===== src/bcd_pkg.sv =====
`default_nettype none

package bcd_pkg;

  // width of the pin sample field; buttons above it read as released
  localparam int IN_BITS = 4;
  // reports kept per tick
  localparam int MAX_RESULTS = 8;
  localparam int CNT_W = $clog2(MAX_RESULTS);

  // hold steps are kept as quotient and remainder by five
  localparam logic [2:0] GROUP_LAST = 3'd4;
  localparam logic [13:0] Q_MAX = 14'd13107;  // 65535 / 5, remainder zero

  localparam logic PRESSED_LEVEL_RST = 1'b0;

  typedef enum logic [2:0] {
    REG_DEBOUNCE       = 3'd0,
    REG_HOLD_PERIOD    = 3'd1,
    REG_RELEASE_WINDOW = 3'd2,
    REG_PRESS_LIMIT    = 3'd3,
    REG_HOLD_LIMIT     = 3'd4,
    REG_PRESSED_LEVEL  = 3'd5
  } reg_index_t;

  typedef enum logic [1:0] {
    KIND_HOLD  = 2'd0,
    KIND_CLICK = 2'd1,
    KIND_CODE  = 2'd2
  } kind_t;

  typedef struct packed {
    logic [7:0]  debounce_samples;
    logic [15:0] hold_period_ticks;
    logic [15:0] release_window_ticks;
    logic [7:0]  press_limit;
    logic [7:0]  hold_limit;
    logic        pressed_level;
  } cfg_t;

  typedef struct packed {
    logic press_start;    // accepted press of a button not yet pressed
    logic release_event;  // accepted release
    logic pressed;        // pressed after debounce
  } lane_status_t;

  typedef struct packed {
    logic       valid;
    kind_t      kind;
    logic [7:0] code;
    logic       unk;
  } report_t;

  function automatic logic [7:0] hold_code(input logic [13:0] q, input logic [7:0] base);
    logic [14:0] sum;
    logic [7:0]  res;
    sum = {1'b0, q} + {7'd0, base};
    res = (sum > 15'd255) ? 8'hFF : sum[7:0];
    return res;
  endfunction

  function automatic logic [15:0] at_least_one(input logic [15:0] v);
    logic [15:0] res;
    res = (v == 16'd0) ? 16'd1 : v;
    return res;
  endfunction

endpackage

`default_nettype wire


===== src/bcd_lane.sv =====
`default_nettype none

module bcd_lane (
  input  wire logic             clk,
  input  wire logic             rst,
  input  wire logic             en,
  input  wire logic             sample,
  input  wire bcd_pkg::cfg_t    cfg,
  input  wire logic             hold_fire,
  input  wire logic             release_fire,
  output bcd_pkg::lane_status_t status,
  output bcd_pkg::report_t      hold_rep,
  output bcd_pkg::report_t      rel_rep
);
  import bcd_pkg::*;

  logic        prev, stable, pressed, released, holding;
  logic [7:0]  run, click;
  logic [13:0] q;
  logic [2:0]  r;

  logic        prev_next, stable_next, pressed_next, released_next, holding_next;
  logic [7:0]  run_next, click_next;
  logic [13:0] q_next;
  logic [2:0]  r_next;

  logic [7:0]  need;
  logic        take_lvl, press_ev, release_ev;
  logic        pressed_mid;

  always_comb begin
    need = (cfg.debounce_samples == 8'd0) ? 8'd1 : cfg.debounce_samples;

    // debounce
    if (sample == prev) begin
      run_next = (run == 8'hFF) ? run : run + 8'd1;
    end else begin
      run_next = 8'd1;
    end
    prev_next = sample;
    take_lvl = (run_next >= need) && (sample != stable);
    press_ev = take_lvl && (sample == cfg.pressed_level);
    release_ev = take_lvl && (sample != cfg.pressed_level);

    stable_next = take_lvl ? sample : stable;
    pressed_next = pressed;
    released_next = released;
    holding_next = holding;
    click_next = click;
    q_next = q;
    r_next = r;
    if (press_ev) begin
      click_next = (click == 8'hFF) ? click : click + 8'd1;
      holding_next = 1'b0;
      q_next = '0;
      r_next = '0;
      pressed_next = 1'b1;
      released_next = 1'b0;
    end else if (release_ev) begin
      released_next = 1'b1;
      pressed_next = 1'b0;
    end
    pressed_mid = pressed_next;

    status.press_start = press_ev && !pressed;
    status.release_event = release_ev;
    status.pressed = pressed_mid;

    // hold step
    hold_rep = '0;
    hold_rep.kind = KIND_HOLD;
    if (hold_fire && pressed_mid) begin
      if (!(q_next == Q_MAX && r_next == 3'd0)) begin
        if (r_next == GROUP_LAST) begin
          r_next = 3'd0;
          q_next = q_next + 14'd1;
        end else begin
          r_next = r_next + 3'd1;
        end
      end
      if (q_next != 14'd0) begin
        holding_next = 1'b1;
        click_next = 8'd0;
      end
      if (r_next == 3'd0) begin
        hold_rep.valid = 1'b1;
        hold_rep.code = hold_code(q_next, cfg.press_limit);
      end
    end

    // release window closed: report and clear
    rel_rep = '0;
    rel_rep.kind = KIND_CLICK;
    if (release_fire && released_next) begin
      rel_rep.valid = 1'b1;
      if (!holding_next) begin
        rel_rep.kind = KIND_CLICK;
        rel_rep.code = click_next;
        rel_rep.unk = (click_next >= cfg.press_limit);
      end else begin
        rel_rep.kind = KIND_CODE;
        rel_rep.code = hold_code(q_next, cfg.press_limit);
        rel_rep.unk = (rel_rep.code >= cfg.hold_limit);
      end
      stable_next = ~cfg.pressed_level;
      pressed_next = 1'b0;
      released_next = 1'b0;
      holding_next = 1'b0;
      click_next = 8'd0;
      q_next = '0;
      r_next = '0;
    end
  end

  always_ff @(posedge clk) begin
    if (rst) begin
      prev <= ~PRESSED_LEVEL_RST;
      stable <= ~PRESSED_LEVEL_RST;
      run <= '0;
      pressed <= 1'b0;
      released <= 1'b0;
      holding <= 1'b0;
      click <= '0;
      q <= '0;
      r <= '0;
    end else if (en) begin
      prev <= prev_next;
      stable <= stable_next;
      run <= run_next;
      pressed <= pressed_next;
      released <= released_next;
      holding <= holding_next;
      click <= click_next;
      q <= q_next;
      r <= r_next;
    end
  end

endmodule

`default_nettype wire


===== src/bcd_timers.sv =====
`default_nettype none

module bcd_timers (
  input  wire logic          clk,
  input  wire logic          rst,
  input  wire logic          en,
  input  wire bcd_pkg::cfg_t cfg,
  input  wire logic          press_start_any,
  input  wire logic          release_any,
  input  wire logic          pressed_any,
  output logic               hold_fire,
  output logic               release_fire
);
  import bcd_pkg::*;

  logic        hold_armed, release_armed;
  logic [15:0] hold_timer, release_timer;
  logic        hold_armed_next, release_armed_next;
  logic [15:0] hold_timer_next, release_timer_next;
  logic        h_armed_mid, r_armed_mid;
  logic [15:0] h_timer_mid, r_timer_mid;

  always_comb begin
    // a fresh press forces a hold step in the same tick
    h_armed_mid = hold_armed || press_start_any;
    h_timer_mid = press_start_any ? 16'd0 : hold_timer;
    hold_fire = h_armed_mid && (h_timer_mid <= 16'd1);
    hold_armed_next = h_armed_mid;
    hold_timer_next = h_timer_mid;
    if (hold_fire) begin
      hold_armed_next = pressed_any;
      hold_timer_next = pressed_any ? at_least_one(cfg.hold_period_ticks) : 16'd0;
    end else if (h_armed_mid) begin
      hold_timer_next = h_timer_mid - 16'd1;
    end

    r_armed_mid = release_armed || release_any;
    r_timer_mid = release_any ? at_least_one(cfg.release_window_ticks) : release_timer;
    release_fire = r_armed_mid && (r_timer_mid <= 16'd1);
    release_armed_next = r_armed_mid;
    release_timer_next = r_timer_mid;
    if (release_fire) begin
      release_armed_next = 1'b0;
      release_timer_next = 16'd0;
    end else if (r_armed_mid) begin
      release_timer_next = r_timer_mid - 16'd1;
    end
  end

  always_ff @(posedge clk) begin
    if (rst) begin
      hold_armed <= 1'b0;
      hold_timer <= '0;
      release_armed <= 1'b0;
      release_timer <= '0;
    end else if (en) begin
      hold_armed <= hold_armed_next;
      hold_timer <= hold_timer_next;
      release_armed <= release_armed_next;
      release_timer <= release_timer_next;
    end
  end

  a_hold_idle: assert property (@(posedge clk) disable iff (rst)
    !hold_armed |-> hold_timer == 16'd0)
    else $error("hold timer running while disarmed");

  a_release_idle: assert property (@(posedge clk) disable iff (rst)
    !release_armed |-> release_timer == 16'd0)
    else $error("release timer running while disarmed");

endmodule

`default_nettype wire


===== src/bcd_queue.sv =====
`default_nettype none

module bcd_queue #(
  parameter int NUM_BUTTONS = 4
) (
  input  wire logic             clk,
  input  wire logic             rst,
  input  wire logic             load,
  input  wire bcd_pkg::report_t hold_reps [NUM_BUTTONS],
  input  wire bcd_pkg::report_t rel_reps [NUM_BUTTONS],
  output logic                  empty,
  output logic                  out_valid,
  input  wire logic             out_ready,
  output logic [1:0]            button_index,
  output logic [1:0]            report_kind,
  output logic [7:0]            event_code,
  output logic                  is_unknown,
  output logic                  last_report
);
  import bcd_pkg::*;

  // hold reports by button first, then release reports by button
  localparam int ENTRIES = 2 * NUM_BUTTONS;
  localparam int IDX_W = $clog2(ENTRIES);

  logic [ENTRIES-1:0] pend;
  kind_t              kind_q [ENTRIES];
  logic [7:0]         code_q [ENTRIES];
  logic               unk_q [ENTRIES];
  logic [CNT_W-1:0]   cnt;

  logic               found, pick_last, drain;
  logic [IDX_W-1:0]   pick;
  logic [1:0]         pick_btn;
  logic [ENTRIES-1:0] sel;

  always_comb begin
    found = 1'b0;
    pick = '0;
    pick_btn = '0;
    sel = '0;
    for (int j = 0; j < ENTRIES; j++) begin
      if (pend[j] && !found) begin
        found = 1'b1;
        pick = IDX_W'(j);
        pick_btn = 2'(j % NUM_BUTTONS);
        sel[j] = 1'b1;
      end
    end
    pick_last = ((pend & ~sel) == '0) || (cnt == CNT_W'(MAX_RESULTS - 1));
    drain = found && (!out_valid || out_ready);
  end

  assign empty = (pend == '0);

  always_ff @(posedge clk) begin
    if (rst) begin
      pend <= '0;
      cnt <= '0;
    end else if (load) begin
      for (int j = 0; j < NUM_BUTTONS; j++) begin
        pend[j] <= hold_reps[j].valid;
        pend[NUM_BUTTONS + j] <= rel_reps[j].valid;
      end
      cnt <= '0;
    end else if (drain) begin
      // past the per-tick limit the rest is dropped
      if (cnt == CNT_W'(MAX_RESULTS - 1)) begin
        pend <= '0;
      end else begin
        pend <= pend & ~sel;
      end
      cnt <= cnt + CNT_W'(1);
    end
  end

  always_ff @(posedge clk) begin
    if (load) begin
      for (int j = 0; j < NUM_BUTTONS; j++) begin
        kind_q[j] <= hold_reps[j].kind;
        code_q[j] <= hold_reps[j].code;
        unk_q[j] <= hold_reps[j].unk;
        kind_q[NUM_BUTTONS + j] <= rel_reps[j].kind;
        code_q[NUM_BUTTONS + j] <= rel_reps[j].code;
        unk_q[NUM_BUTTONS + j] <= rel_reps[j].unk;
      end
    end
  end

  always_ff @(posedge clk) begin
    if (rst) begin
      out_valid <= 1'b0;
    end else if (drain) begin
      out_valid <= 1'b1;
    end else if (out_ready) begin
      out_valid <= 1'b0;
    end
  end

  always_ff @(posedge clk) begin
    if (drain) begin
      button_index <= pick_btn;
      report_kind <= kind_q[pick];
      event_code <= code_q[pick];
      is_unknown <= unk_q[pick];
      last_report <= pick_last;
    end
  end

  a_last_empties: assert property (@(posedge clk) disable iff (rst)
    drain && pick_last |=> pend == '0)
    else $error("reports left after last of tick");

  a_not_last_keeps: assert property (@(posedge clk) disable iff (rst)
    drain && !pick_last |=> pend != '0)
    else $error("queue ran dry without a last report");

  a_load_count: assert property (@(posedge clk) disable iff (rst)
    load |=> cnt == '0 && out_valid == $past(out_valid && !out_ready))
    else $error("load disturbed count or output");

endmodule

`default_nettype wire


===== src/button_click_and_hold_detector_unit.sv =====
// The first report of a tick goes through the queue registers and then the output register.
// A tick with no reports does not block input; one with R reports (R <= 8) blocks
// input while the report queue drains one per cycle, unless the output stalls.
// The output register lets the next item in while the last report waits to be taken.
// Reset (synchronous, rst high): registers to defaults, all buttons released and cleared,
// both timers disarmed, queue and output empty.
`default_nettype none

module button_click_and_hold_detector_unit #(
  parameter int NUM_BUTTONS = 4
) (
  input  wire logic        clk,
  input  wire logic        rst,
  input  wire logic        in_valid,
  output logic             in_ready,
  input  wire logic [3:0]  pin_levels,
  output logic             out_valid,
  input  wire logic        out_ready,
  output logic [1:0]       button_index,
  output logic [1:0]       report_kind,
  output logic [7:0]       event_code,
  output logic             is_unknown,
  output logic             last_report,
  input  wire logic        cfg_write,
  input  wire logic [2:0]  cfg_index,
  input  wire logic [15:0] cfg_data
);
  import bcd_pkg::*;

  cfg_t         cfg;
  logic         in_accept, empty;
  logic         hold_fire, release_fire;
  logic         press_start_any, release_any, pressed_any;
  lane_status_t status [NUM_BUTTONS];
  report_t      hold_reps [NUM_BUTTONS];
  report_t      rel_reps [NUM_BUTTONS];

  always_ff @(posedge clk) begin
    if (rst) begin
      cfg.debounce_samples <= 8'd5;
      cfg.hold_period_ticks <= 16'd200;
      cfg.release_window_ticks <= 16'd500;
      cfg.press_limit <= 8'd6;
      cfg.hold_limit <= 8'd17;
      cfg.pressed_level <= PRESSED_LEVEL_RST;
    end else if (cfg_write) begin
      unique case (cfg_index)
        REG_DEBOUNCE:       cfg.debounce_samples <= cfg_data[7:0];
        REG_HOLD_PERIOD:    cfg.hold_period_ticks <= cfg_data;
        REG_RELEASE_WINDOW: cfg.release_window_ticks <= cfg_data;
        REG_PRESS_LIMIT:    cfg.press_limit <= cfg_data[7:0];
        REG_HOLD_LIMIT:     cfg.hold_limit <= cfg_data[7:0];
        REG_PRESSED_LEVEL:  cfg.pressed_level <= cfg_data[0];
        default: ;
      endcase
    end
  end

  assign in_ready = empty;
  assign in_accept = in_valid && in_ready;

  for (genvar i = 0; i < NUM_BUTTONS; i++) begin : g_lane
    logic sample;
    if (i < IN_BITS) begin : g_pin
      assign sample = pin_levels[i];
    end else begin : g_nopin
      assign sample = ~cfg.pressed_level;
    end

    bcd_lane u_lane (
      .clk          (clk),
      .rst          (rst),
      .en           (in_accept),
      .sample       (sample),
      .cfg          (cfg),
      .hold_fire    (hold_fire),
      .release_fire (release_fire),
      .status       (status[i]),
      .hold_rep     (hold_reps[i]),
      .rel_rep      (rel_reps[i])
    );
  end

  always_comb begin
    press_start_any = 1'b0;
    release_any = 1'b0;
    pressed_any = 1'b0;
    for (int i = 0; i < NUM_BUTTONS; i++) begin
      press_start_any = press_start_any | status[i].press_start;
      release_any = release_any | status[i].release_event;
      pressed_any = pressed_any | status[i].pressed;
    end
  end

  bcd_timers u_timers (
    .clk             (clk),
    .rst             (rst),
    .en              (in_accept),
    .cfg             (cfg),
    .press_start_any (press_start_any),
    .release_any     (release_any),
    .pressed_any     (pressed_any),
    .hold_fire       (hold_fire),
    .release_fire    (release_fire)
  );

  bcd_queue #(
    .NUM_BUTTONS (NUM_BUTTONS)
  ) u_queue (
    .clk          (clk),
    .rst          (rst),
    .load         (in_accept),
    .hold_reps    (hold_reps),
    .rel_reps     (rel_reps),
    .empty        (empty),
    .out_valid    (out_valid),
    .out_ready    (out_ready),
    .button_index (button_index),
    .report_kind  (report_kind),
    .event_code   (event_code),
    .is_unknown   (is_unknown),
    .last_report  (last_report)
  );

endmodule

`default_nettype wire


===== config.mk =====
export PLATFORM = sky130hd
export DESIGN_NAME = button_click_and_hold_detector_unit
export DESIGN_NICKNAME = d
export VERILOG_FILES = /design/src/bcd_pkg.sv /design/src/bcd_lane.sv /design/src/bcd_timers.sv /design/src/bcd_queue.sv /design/src/button_click_and_hold_detector_unit.sv
export SDC_FILE = /design/constraint.sdc
export NUM_CORES = 1
export LEC_CHECK = 0
export ABC_AREA = 0
export ABC_CLOCK_PERIOD_IN_PS = 9800
export BUFFER_PORTS_ARGS = -buffer_cell sky130_fd_sc_hd__clkbuf_2
export CAP_MARGIN = 0
export CORE_ASPECT_RATIO = 0.7
export CORE_MARGIN = 5
export CORE_UTILIZATION = 45
export CTS_BUF_LIST = sky130_fd_sc_hd__clkbuf_8
export CTS_CLUSTER_SIZE = 16
export DETAILED_ROUTE_END_ITERATION = 12
export SYNTH_ARGS = -nofsm -noshare
export SYNTH_HDL_FRONTEND = slang
export SYNTH_SLANG_ARGS = --single-unit

===== constraint.sdc =====
create_clock -name clk -period 9.8 [get_ports clk]
set_input_delay 0.98 -clock clk [delete_from_list [all_inputs] [get_ports clk]]
set_output_delay 0.98 -clock clk [all_outputs]
set_load 0.1 [all_outputs]

==> summary.md <==
| Metric | Value |
|---|---|
| Tcrit/Tclk final | `0.919` |
| Share of layout cells above drive strength 1 | `0.0801` |
| Hold Crit Class | `reg -> reg` |
| Hold Path Depth | `2` |
| RePlAce Congestion | `0.931` |
| R2R depth | `42` |
| Final Skew | `0.0380 ns` |
| Nets | `3309` |
| FMAX | `111 MHz` |
| Post-Synth Simple-Gate Area | `0.245` |
| Outcome | `finished, final reports clean` |
| Final min period | `9.01 ns` |
| Main combinational cell family by area after synthesis | `simple AND/OR/NAND/NOR gates` |
| Initial DRC Count | `2149` |
| Main synth FF type | `dfxtp_1` |
| DR top layer | `met5` |
| Critical path depth | `42` |
| Core box area | `0.0540 mm^2` |
| First-pass GRT wire length | `124 mm` |
| GRT Util Overall | `0.260` |
| Hold_sp | `g_lane[3].u_lane.r[1]$_SDFFE_PP0P_` |
| R2r setup slk | `0.79 ns` |
| Die footprint | `0.0598 mm^2` |
| Crit end category | `register` |
| WS Path Type | `reg -> reg` |
| Post-synth EDFFs | `90` |
| Max stage delay on crit path | `0.62 ns` |
| Avg WL per Cell | `20.7 um` |
| Pins Over Slew Limit | `0` |
| Critical Path AT | `9.42 ns` |
| Num rows | `71` |
| CTS Hold Buffers Added | `0` |
| Synth unique cells | `89` |
| Post-CTS Setup Inserts | `0` |
| Worst R2R Start | `g_lane[0].u_lane.run[0]$_SDFFE_PP0P_` |
| # port buffers | `43` |
| Max_cap viols | `0` |
| Vias/cell | `6.01` |
| Post-synthesis async set-or-reset flop share | `0` |
| Crit-path leading delay family | `simple AND/OR/NAND/NOR gates` |
| DR pass1 iterations | `6` |
| Hold Path End | `g_lane[3].u_lane.r[1]$_SDFFE_PP0P_` |
| Synthesized Nets | `3318` |
| WL met2 | `32.9 mm` |
| Yosys top cell area share | `0.207` |
| ANT nets after route | `0` |
| Mux contribution to synthesized area | `0.0330` |
| Slew at the pin closest to its max-slew limit | `1.32 ns` |
| Post-Synthesis Cell Area | `0.0247 mm^2` |
| Clk buf depth | `3` |
| Final setup viols | `0` |
| Clock Sink Count | `345` |
| Critical path launch point type | `register` |
| Placed cell areas | `0.0256 mm^2` |
| RSZ-0062 raised after global routing | `no` |
| Die height | `206 um` |
| CP dominant cell by count | `a21oi_1` |
| Peak supply drop | `117 uV` |
| CP bufs+invs | `1` |
| Post-DP HPWL | `58.5 mm` |
| Met1 wire length | `38.5 mm` |
| CTS resizes | `0` |
| Syn avg cell area | `7.99 um^2` |
| Top area cells in the synthesized netlist | `dfxtp_1, edfxtp_1, ha_1` |
| Growth of design area from synthesis to finish | `8.87%` |
| Vias in the first global route | `21600` |
| Power density over cell area | `121 mW/mm^2` |
| CTS tree | `done` |
| Total gr overflow | `0` |
| Compound-Gate Fraction of Synth Area | `0.202` |
| Die X-Extent | `290 um` |
| Met3 wire length | `6.25 mm` |
| Post-Synth XOR/XNOR Area | `0.0610` |
| Slew Limit Headroom | `0.117` |
| Req. time, crit path | `10.22 ns` |
| Ys Warns | `0` |
| CTS H-tree depth | `2` |
| Post-synth top area cell | `dfxtp_1` |
| Initial antenna violation count | `3` |
| Leak pwr | `0.0109 uW` |
| Vias | `23200` |
| Fin area | `0.0269 mm^2` |
| Crit path max fanout | `16` |
| Worst r2r dst | `u_queue.unk_q[4]$_SDFFCE_PN0P_` |
| Starting Density | `0.457` |
| Num CTS Buffers | `59` |
| Clock transition at the registers of the reported paths | `0.07 ns` |
| Power Total | `3250 uW` |
| Boundary Pins | `44` |
| Largest net degree at the start of global routing | `94` |
| CP max stage cell | `a2111o_1` |
| #FFs+latches synth | `345` |
| Final Hold Fails | `0` |
| DRC viols | `0` |
| Setup TNS | `0 ns` |
| Register area share after synthesis | `0.316` |
| Clk root buf | `clkbuf_8` |
| Synth Instances | `3092` |
| Total routed wirelength | `80.2 mm` |
| Area share of fa/ha/maj cells after synthesis | `0.103` |
| # fillers | `5258` |
| Clk Latency, worst-skew pair | `0.69 ns` |
cell families (layout without fill, tap and decap cells):
| family | count (synthesis) | count (layout) |
|---|---|---|
| AO/OA/AOI/OAI | 776 | 776 |
| XOR/XNOR | 172 | 172 |
| adder cells (fa/ha/maj) | 198 | 198 |
| buffers and inverters | 262 | 304 |
| flip-flops | 345 | 345 |
| multiplexers | 57 | 57 |
| other | 0 | 1 |
| AND/OR/NAND/NOR | 1282 | 1282 |
synth_stat cells, drive strengths merged, types with 38 or more instances:
cell type	count
a21o	59
a21oi	220
clkbuf	141
dfxtp	255
edfxtp	90
ha	190
inv	98
nand2	442
nand2b	57
nand3	85
nand4	38
nor2	318
nor3	81
nor4	40
o21a	43
o21ai	207
xnor2	84
xor2	88
layout make-up:
type | instances | area (um^2) | share of cell area
well taps | 730 | 913 | 0.0340
flip-flops and latches | 345 | 7810 | 0.290
multi-input cells | 2485 | 15900 | 0.592
clock inverters | 39 | 277 | 0.0103
diodes | 1 | 2.50 | 0.0000930
clock buffers | 73 | 1000 | 0.0373
repair buffers | 92 | 586 | 0.0218
inverters | 100 | 380 | 0.0141
power by group:
group	switching, uW	internal, uW
Clock	658	779
Combinational	205	96.6
Sequential	25.2	1490
Total	888	2360
metal layers:
layer | up-vias | track usage
met5 | - | 0
met4 | 2 | 0.0805
met3 | 156 | 0.0452
met2 | 898 | 0.387
met1 | 11100 | 0.385
li1 | 11100 | -
cell usage in the layout, fill, tap and decap left out, types with 10 or more instances in the layout:
cell,instances
or2_2,14
a211oi_1,29
and2_1,31
nor3b_1,15
nand2_1,440
or2_1,12
nor2b_1,34
nor2_1,315
o31ai_1,12
o211ai_1,11
mux4_2,19
ha_1,190
nand3b_1,30
nor4_1,38
o31a_1,17
nand2b_1,57
mux2i_1,33
or4_1,11
and3_1,29
nand3_1,84
clkinv_2,10
xor2_1,88
a21o_1,59
nor3_1,79
inv_1,116
buf_4,50
xnor2_1,84
edfxtp_1,90
o21ai_0,200
a31oi_1,27
clkbuf_8,73
a22o_1,32
or3_1,29
a21oi_1,216
dfxtp_1,255
o21a_1,43
clkbuf_2,42
nand4_1,38
worst max-delay path by stage:
stage | end | slack (ns) | from
after floorplan | u_queue.unk_q[4]$_SDFFCE_PN0P_ | 0.13 | pin_levels[2]
after global placement | u_queue.unk_q[4]$_SDFFCE_PN0P_ | 0.72 | pin_levels[2]
after detailed placement | u_queue.unk_q[4]$_SDFFCE_PN0P_ | 0.40 | pin_levels[2]
after CTS | u_queue.unk_q[4]$_SDFFCE_PN0P_ | 0.78 | g_lane[0].u_lane.run[0]$_SDFFE_PP0P_
after global routing | u_queue.unk_q[4]$_SDFFCE_PN0P_ | 0.16 | g_lane[1].u_lane.run[0]$_SDFFE_PP0P_
final | u_queue.unk_q[4]$_SDFFCE_PN0P_ | 0.79 | g_lane[0].u_lane.run[0]$_SDFFE_PP0P_
through the flow:
stage	utilization	cells	hold WS [ns]	worst slack (ns)
floorplan	-	3092	0.419	0.134
global placement	0.474	3750	0.440	0.718
detailed placement	0.474	3750	0.449	0.402
CTS	0.498	3862	0.461	0.781
global route	0.498	3864	0.491	0.157
finish	0.498	3865	0.456	0.793
registers in the layout, indices dropped and copies added, names as in the netlist, 2 cells and up:
| name | flops |
|---|---|
| g_lane.u_lane.run | 32 |
| u_queue.event_code | 8 |
| g_lane.u_lane.prev | 4 |
| cfg | 57 |
| u_queue.kind_q | 8 |
| g_lane.u_lane.stable | 4 |
| u_queue.code_q | 64 |
| g_lane.u_lane.click | 32 |
| u_timers.hold_timer | 16 |
| u_queue.cnt | 3 |
| g_lane.u_lane.q | 56 |
| u_queue.unk_q | 4 |
| g_lane.u_lane.r | 12 |
| u_timers.release_timer | 16 |
| u_queue.pend | 8 |
| g_lane.u_lane.pressed | 4 |
| u_queue.button_index | 2 |
| g_lane.u_lane.released | 4 |
| u_queue.report_kind | 2 |
| g_lane.u_lane.holding | 4 |
worst register-to-register path, delay by kind of cell, from the launching register on:
| family | cells | cell delay, ns |
|---|---|---|
| simple gates | 19 | 3.82 |
| compound gates | 16 | 2.74 |
| fa+ha+maj | 5 | 1.43 |
| flops | 1 | 0.35 |
| buf+inv | 1 | 0.26 |
| xor+xnor | 1 | 0.14 |
Power figures use the tool's default switching activity.
